==> config.mk <==
export PLATFORM = sky130hd
export DESIGN_NAME = text_line_ending_classifier
export DESIGN_NICKNAME = d
export VERILOG_FILES = /design/src/rtl/tlec_pkg.sv /design/src/rtl/text_line_ending_classifier.sv /design/src/rtl/tlec_step.sv
export SDC_FILE = /design/constraint.sdc
export NUM_CORES = 1
export LEC_CHECK = 0
export BUFFER_PORTS_ARGS = -buffer_cell sky130_fd_sc_hd__buf_2
export CAP_MARGIN = 20
export CORE_MARGIN = 2
export CORE_UTILIZATION = 35
export DETAILED_ROUTE_END_ITERATION = 8
export MAX_ROUTING_LAYER = met4
export PLACE_DENSITY = 0.55
export SKIP_LAST_GASP = 1
export SLEW_MARGIN = 20
export SYNTH_ARGS = -nofsm -noshare
export SYNTH_HDL_FRONTEND = slang
export SYNTH_SLANG_ARGS = --single-unit
==> constraint.sdc <==
create_clock -name clk -period 4.68 [get_ports clk]
set_clock_uncertainty 0.2 [all_clocks]
set_input_delay 0.702 -clock clk [delete_from_list [all_inputs] [get_ports clk]]
set_output_delay 0.702 -clock clk [all_outputs]
set_load 0.005 [all_outputs]
==> src/rtl/tlec_pkg.sv <==
`default_nettype none

package tlec_pkg;

  localparam logic [7:0] CH_CR = 8'h0D;
  localparam logic [7:0] CH_LF = 8'h0A;

  localparam int FLAG_W = 7;
  localparam int FL_NUL = 0;
  localparam int FL_CR = 1;
  localparam int FL_LONE_CR = 2;
  localparam int FL_LF = 3;
  localparam int FL_LONE_LF = 4;
  localparam int FL_CRLF = 5;
  localparam int FL_LONG = 6;

  localparam int MASK_W = 9;
  localparam int LEN_W = 16;
  localparam int CFG_DATA_W = 16;
  localparam int CFG_IDX_W = 1;

  localparam logic [CFG_IDX_W-1:0] CFG_STOP_MASK = 1'd0;
  localparam logic [CFG_IDX_W-1:0] CFG_LINE_LIMIT = 1'd1;

  localparam logic [MASK_W-1:0] STOP_MASK_RST = 9'd0;
  localparam logic [LEN_W-1:0] LINE_LIMIT_RST = 16'd8191;
  localparam logic [LEN_W-1:0] LEN_MAX = 16'hFFFF;

  typedef struct packed {
    logic [7:0] data_byte;
    logic       last_byte;
    logic       empty_blob;
  } in_item_t;

  typedef struct packed {
    logic nul_found;
    logic cr_found;
    logic lone_cr_found;
    logic lf_found;
    logic lone_lf_found;
    logic crlf_found;
    logic long_line_found;
    logic scan_cut_short;
    logic maybe_binary;
  } out_item_t;

  typedef struct packed {
    logic [FLAG_W-1:0] flag_bits;
    logic [LEN_W-1:0]  line_length;
    logic              previous_was_cr;
    logic              scan_stopped;
  } scan_state_t;

endpackage

`default_nettype wire

==> src/rtl/text_line_ending_classifier.sv <==
// Line-ending classifier: bytes of a blob enter on the in_ channel, one item
// per byte, the final byte marked by last_byte, or a whole empty blob as one
// item with empty_blob set. One result item leaves on the out_ channel per
// blob, carrying the NUL, CR, lone CR, LF, lone LF, CRLF, long-line,
// cut-short and maybe-binary flags.
// An item is taken when valid is high and stall is low on its channel.
// A blob's result is registered: its last item sits in the input register
// while the scan logic works on it, and the output register loads as the
// item advances. The block takes one byte per clock while in_stall is low,
// set by the single scan update that runs between the input register and
// the state registers.
// While the output register holds a result the receiver stalls, the next
// byte that carries no result still moves on; an item that ends a blob waits
// in the input register and in_stall rises until the output register frees.
// Configuration goes in via cfg_we, cfg_index and cfg_wdata; the user must
// write it only while idle (the block does not check). Synchronous reset
// clears all scan state and both valid regs; stop_mask 0, line_limit 8191.
`default_nettype none

module text_line_ending_classifier (
  input  var logic                                clk,
  input  var logic                                rst_n,
  input  var logic                                in_valid,
  output logic                                    in_stall,
  input  var tlec_pkg::in_item_t                  in_data,
  output logic                                    out_valid,
  input  var logic                                out_stall,
  output tlec_pkg::out_item_t                     out_data,
  input  var logic                                cfg_we,
  input  var logic [tlec_pkg::CFG_IDX_W-1:0]      cfg_index,
  input  var logic [tlec_pkg::CFG_DATA_W-1:0]     cfg_wdata
);

  logic [tlec_pkg::MASK_W-1:0] stop_mask_r;
  logic [tlec_pkg::LEN_W-1:0]  line_limit_r;
  logic                        s1_valid_r;
  tlec_pkg::in_item_t          s1_item_r;
  tlec_pkg::scan_state_t       state_r;
  tlec_pkg::scan_state_t       state_nxt;
  logic                        out_valid_r;
  tlec_pkg::out_item_t         out_data_r;
  tlec_pkg::out_item_t         step_result;
  logic                        step_has_result;
  logic                        out_free;
  logic                        s1_adv;
  logic                        in_take;

  tlec_step u_step (
    .state_cur  (state_r),
    .item       (s1_item_r),
    .stop_mask  (stop_mask_r),
    .line_limit (line_limit_r),
    .state_nxt  (state_nxt),
    .result     (step_result),
    .has_result (step_has_result)
  );

  assign out_free = !out_valid_r || !out_stall;
  assign s1_adv   = s1_valid_r && (!step_has_result || out_free);
  assign in_stall = s1_valid_r && !s1_adv;
  assign in_take  = in_valid && !in_stall;

  always_ff @(posedge clk) begin
    if (!rst_n) begin
      stop_mask_r  <= tlec_pkg::STOP_MASK_RST;
      line_limit_r <= tlec_pkg::LINE_LIMIT_RST;
    end else if (cfg_we) begin
      unique case (cfg_index)
        tlec_pkg::CFG_STOP_MASK: begin
          stop_mask_r <= cfg_wdata[tlec_pkg::MASK_W-1:0];
        end
        tlec_pkg::CFG_LINE_LIMIT: begin
          line_limit_r <= cfg_wdata[tlec_pkg::LEN_W-1:0];
        end
        default: begin
        end
      endcase
    end
  end

  always_ff @(posedge clk) begin
    if (!rst_n) begin
      s1_valid_r <= 1'b0;
    end else if (in_take) begin
      s1_valid_r <= 1'b1;
    end else if (s1_adv) begin
      s1_valid_r <= 1'b0;
    end
  end

  always_ff @(posedge clk) begin
    if (in_take) begin
      s1_item_r <= in_data;
    end
  end

  always_ff @(posedge clk) begin
    if (!rst_n) begin
      state_r <= '0;
    end else if (s1_adv) begin
      state_r <= state_nxt;
    end
  end

  always_ff @(posedge clk) begin
    if (!rst_n) begin
      out_valid_r <= 1'b0;
    end else if (s1_adv && step_has_result) begin
      out_valid_r <= 1'b1;
    end else if (!out_stall) begin
      out_valid_r <= 1'b0;
    end
  end

  always_ff @(posedge clk) begin
    if (s1_adv && step_has_result) begin
      out_data_r <= step_result;
    end
  end

  assign out_valid = out_valid_r;
  assign out_data  = out_data_r;

  a_empty_gives_zero: assert property (@(posedge clk) disable iff (!rst_n)
    s1_adv && s1_item_r.empty_blob |=> out_valid_r && (out_data_r == '0))
    else $error("empty blob did not give an all-clear result");

  a_state_clears: assert property (@(posedge clk) disable iff (!rst_n)
    s1_adv && step_has_result |=> state_r == '0)
    else $error("scan state not cleared after a blob ended");

  a_binary_flag: assert property (@(posedge clk) disable iff (!rst_n)
    out_valid_r |-> out_data_r.maybe_binary == (out_data_r.nul_found
      || out_data_r.long_line_found || out_data_r.scan_cut_short))
    else $error("maybe_binary disagrees with its source flags");

  a_lf_kinds: assert property (@(posedge clk) disable iff (!rst_n)
    out_valid_r && (out_data_r.lone_lf_found || out_data_r.crlf_found)
      |-> out_data_r.lf_found)
    else $error("line feed kind reported without a line feed");

endmodule

`default_nettype wire

==> src/rtl/tlec_step.sv <==
`default_nettype none

module tlec_step (
  input  var tlec_pkg::scan_state_t             state_cur,
  input  var tlec_pkg::in_item_t                item,
  input  var logic [tlec_pkg::MASK_W-1:0]       stop_mask,
  input  var logic [tlec_pkg::LEN_W-1:0]        line_limit,
  output tlec_pkg::scan_state_t                 state_nxt,
  output tlec_pkg::out_item_t                   result,
  output logic                                  has_result
);

  logic [tlec_pkg::FLAG_W-1:0] flags;
  logic [tlec_pkg::FLAG_W-1:0] flags_end;
  logic [tlec_pkg::LEN_W-1:0]  len;
  logic                        pend_cr;
  logic                        stopped;
  logic                        stopped_end;
  logic                        long_end;
  logic                        had_cr;
  logic                        is_lf;
  logic                        is_cr;

  always_comb begin
    had_cr = state_cur.previous_was_cr;
    is_lf = (item.data_byte == tlec_pkg::CH_LF);
    is_cr = (item.data_byte == tlec_pkg::CH_CR);

    flags = state_cur.flag_bits;
    if (had_cr && !is_lf) begin
      flags[tlec_pkg::FL_LONE_CR] = 1'b1;
    end
    stopped = state_cur.scan_stopped
              || ((flags & stop_mask[tlec_pkg::FLAG_W-1:0]) != '0);
    len = state_cur.line_length;
    pend_cr = 1'b0;

    if (!stopped) begin
      if (len != tlec_pkg::LEN_MAX) begin
        len = len + 1'b1;
      end
      if (item.data_byte == 8'd0) begin
        flags[tlec_pkg::FL_NUL] = 1'b1;
      end else if (is_lf) begin
        flags[tlec_pkg::FL_LF] = 1'b1;
        if (had_cr) begin
          flags[tlec_pkg::FL_CR] = 1'b1;
          flags[tlec_pkg::FL_CRLF] = 1'b1;
        end else begin
          flags[tlec_pkg::FL_LONE_LF] = 1'b1;
        end
        if (len > line_limit) begin
          flags[tlec_pkg::FL_LONG] = 1'b1;
        end
        len = '0;
      end else if (is_cr) begin
        flags[tlec_pkg::FL_CR] = 1'b1;
        pend_cr = 1'b1;
      end
    end

    // End of blob: a trailing CR is lone, and the unterminated tail is checked.
    flags_end = flags;
    if (pend_cr) begin
      flags_end[tlec_pkg::FL_LONE_CR] = 1'b1;
    end
    stopped_end = stopped || ((flags_end & stop_mask[tlec_pkg::FLAG_W-1:0]) != '0);
    long_end = flags_end[tlec_pkg::FL_LONG] || (len > line_limit);

    has_result = item.empty_blob || item.last_byte;

    if (item.empty_blob) begin
      result = '0;
    end else begin
      result.nul_found       = flags_end[tlec_pkg::FL_NUL];
      result.cr_found        = flags_end[tlec_pkg::FL_CR];
      result.lone_cr_found   = flags_end[tlec_pkg::FL_LONE_CR];
      result.lf_found        = flags_end[tlec_pkg::FL_LF];
      result.lone_lf_found   = flags_end[tlec_pkg::FL_LONE_LF];
      result.crlf_found      = flags_end[tlec_pkg::FL_CRLF];
      result.long_line_found = long_end;
      result.scan_cut_short  = stopped_end;
      result.maybe_binary    = flags_end[tlec_pkg::FL_NUL] || long_end || stopped_end;
    end

    if (has_result) begin
      state_nxt = '0;
    end else begin
      state_nxt.flag_bits       = flags;
      state_nxt.line_length     = len;
      state_nxt.previous_was_cr = pend_cr;
      state_nxt.scan_stopped    = stopped;
    end
  end

endmodule

`default_nettype wire

==> flow_summary_export.csv <==
group,metric,value,unit
yosys,synthAdderAreaFrac,10.20,%
power_and_ir_drop,power,1.472,mW
clock_network,h-tree-depth,3,
setup_path,crit_fanout,10,
clock_network,insertion_delay,0.34,ns
placed_design,place_hpwl,8195,um
sta,tightest_slew,0.9396,ns
floorplan,die_x,111.6,um
clock_network,holdBufCountCts,0,
placed_design,finalWeightedCongestion,0.9483,
final_layout,final_cells,641,
global_routing,grt_remaining_overflow,0,
route,routed_via_density,5.479,
final_layout,multi_input_area,2281,um^2
sta,setup-violations-final,0,
route,dr_total_vias,3512,
yosys,ys.flop_type,"dfxtp_1",
sta,hold_violations,0,
final_layout,final_nets,558,
route,drcViolationCount,0,
setup_path,critPathRequiredTime,4.66,ns
clock_network,cts_buffers,9,
route,firstDrtPassIters,4,
global_routing,grt_pass1_wl,17420,um
yosys,yosysWarnings,0,
yosys,synth-xor-area-share,1.731,%
sta,grt_setup_unrepaired,"false",
final_layout,fillers,1168,
yosys,syn_avg_cell_area,8.879,um^2
placed_design,dp.cells,625,
sta,min_period,4.138,ns
placed_design,dpl_cell_area,4388,um^2
floorplan,ios,43,
yosys,synth_top_family_by_area,"compound AO/OA/AOI/OAI gates",
power_and_ir_drop,peakVddDrop,199.7,uV
final_layout,fin_area,4703,um^2
yosys,ys_ff_latch,69,
yosys,synth-compound-area-share,21.04,%
floorplan,core_area,11370,um^2
placed_design,numPortBuffers,42,
final_layout,regArea,1572,um^2
run,maxCapViolCount,0,
floorplan,die_h,111.6,um
final_layout,finish.utilization,41.37,%
final_layout,diodes,0,
clock_network,cts_resized,0,
clock_network,clock_sink_count,69,
global_routing,track_usage,18.33,%
route,drt_wl_total,10600,um
global_routing,top_usage_layer,"met2",
route,ant_nets,0,
floorplan,dieArea,12440,um^2
clock_network,root_buffer,"clkbuf_16",
yosys,async_reset_ff_share,0,%
clock_network,cts_tree,"yes",
global_routing,use_met3,3.702,%
setup_path,crit_path_start_kind,"register",
global_routing,grt_antenna_before_repair,0,
setup_path,crit_top_cell,"nand2_1",
final_layout,drive_gt1_share,15.26,%
setup_path,cp_slowest_cell,"or4b_4",
setup_path,path_cells,"nand4_4, nor4_2, nor2_1, nand4_1, nand2b_1, nand2_1, ha_1, nand2_1, or4_4, a21oi_2, a2111oi_1, or4b_4, a21oi_1",
clock_network,post-cts-setup-buffers,0,
yosys,syn-num-nets,521,
yosys,syn_area,4049,um^2
yosys,muxShareOfSynthArea,2.534,%
setup_path,cp_data_arrival_time,4.12,ns
sta,hold_slack,0.2640,ns
route,wire_per_inst,16.54,um
sta,relSlewSlack,37.36,%
yosys,syn_inst,456,
sta,finalMaxSlewViolations,0,
final_layout,area_delta_synth_final,16.16,%
sta,fin_crit_sh,88.42,%
placed_design,dp_worst_setup_slack,0.5569,ns
global_routing,grt_max_degree,38,
clock_network,clk_pin_slew,0.06,ns
global_routing,gr-usage-met1,24.69,%
power_and_ir_drop,p_leak,1.986,nW
clock_network,clock_path_buffers,2,
min_path,min_path_type,"register to register",
setup_path,timing_worst_setup_path_type,"register to register",
floorplan,start_util,35.61,%
sta,finalSetupTns,0,ns
yosys,synth_edf_count,19,
sta,fmax,0.2417,GHz
route,drt_iter0_drc,239,
yosys,ys_seq_area_share,38.81,%
global_routing,met2_usage,27.15,%
yosys,synthDistinctLibCells,61,
yosys,yosys.area_share.simple,20.83,%
floorplan,rows,39,
global_routing,grt_pass1_vias,3368,
setup_path,max_stage_delay,0.57,ns
power_and_ir_drop,p_per_area,312.9,nW/um^2
setup_path,critPathCaptureType,"register",
outcome,outcome,"finished, final reports clean",
sta,setup_slack,0.5420,ns
[final timing paths]
kind              slack, ns                             to  cells past startpoint                     startpoint
hold / removal         0.26  line_limit_r[15]$_SDFFE_PN0P_                      2  line_limit_r[15]$_SDFFE_PN0P_
setup reg to reg       0.54      out_data[1]$_SDFFCE_PP0P_                     13        state_r[5]$_SDFFE_PN0P_
setup / recovery       0.54      out_data[1]$_SDFFCE_PP0P_                     13        state_r[5]$_SDFFE_PN0P_
hold reg to reg        0.26  line_limit_r[15]$_SDFFE_PN0P_                      2  line_limit_r[15]$_SDFFE_PN0P_
[cell usage after synthesis, types with 5 or more instances]
cell type | number | area share [%]
inv_1 | 29 | 2.7
a21oi_1 | 25 | 3.1
mux2i_1 | 8 | 2.0
edfxtp_1 | 19 | 14
dfxtp_1 | 50 | 25
nand2_1 | 52 | 4.8
xnor2_1 | 6 | 1.3
a21boi_0 | 6 | 1.1
o211ai_1 | 15 | 2.8
nor3_1 | 12 | 1.5
a22o_1 | 10 | 2.2
nand4_1 | 10 | 1.5
nor2b_1 | 15 | 2.3
a32o_1 | 5 | 1.2
ha_1 | 33 | 10
clkbuf_1 | 12 | 1.1
nand3_1 | 18 | 2.2
buf_2 | 6 | 0.74
nor2_1 | 30 | 2.8
o21ai_0 | 20 | 2.5
[sequential cells by signal, indices dropped and copies added (netlist names)]
name,flops
stop_mask_r,7
s1_valid_r,1
state_r,25
s1_item_r,10
out_data,9
out_valid,1
line_limit_r,16
[cells in the final DEF (no fill, tap or decap), types with 18 or more instances in the layout]
master    netlist  layout
nand2_1        52      52
nor2_1         30      30
inv_1          29      29
edfxtp_1       19      19
dfxtp_1        50      50
nand3_1        18      18
o21ai_0        20      20
ha_1           33      33
buf_2           6      42
a21oi_1        25      25
[routing by layer]
metal / share of wire [%] / up-vias
met5: 0 / -
met4: 2.9 / 0
met2: 45 / 76
met1: 48 / 1660
met3: 3.9 / 19
li1: - / 1757
[power by group]
| group | internal, mW | leakage, nW | switching [mW] |
|---|---|---|---|
| Combinational | 0.0384 | 1.24 | 0.0589 |
| Sequential | 0.634 | 0.592 | 0.0136 |
| Clock | 0.466 | 0.153 | 0.260 |
[cell families (layout without fill, tap and decap cells)]
logic type	after synthesis	count (layout)
AOI/OAI and AO/OA	122	122
muxes	10	10
and+or+nand+nor	164	164
adders and majority gates	33	33
xor gates and xnor gates	8	8
DFF	69	69
buffers and inverters	50	92
[worst max-delay path, delay by kind of cell (launching register included)]
family / cells / cell delay (ns)
and+or+nand+nor: 9 / 2.58
DFF: 1 / 0.53
AOI/OAI and AO/OA: 3 / 0.39
adders and majority gates: 1 / 0.27
[final cells by class]
class / instances / share of cell area, %
clock inverter: 6 / 1.836
multi-input combinational: 337 / 48.50
timing repair buffer: 47 / 5.267
inverter: 29 / 2.314
sequential: 69 / 33.41
clock buffer: 10 / 4.868
tap: 143 / 3.804
No activity file was read; power rests on OpenSTA's default activity.
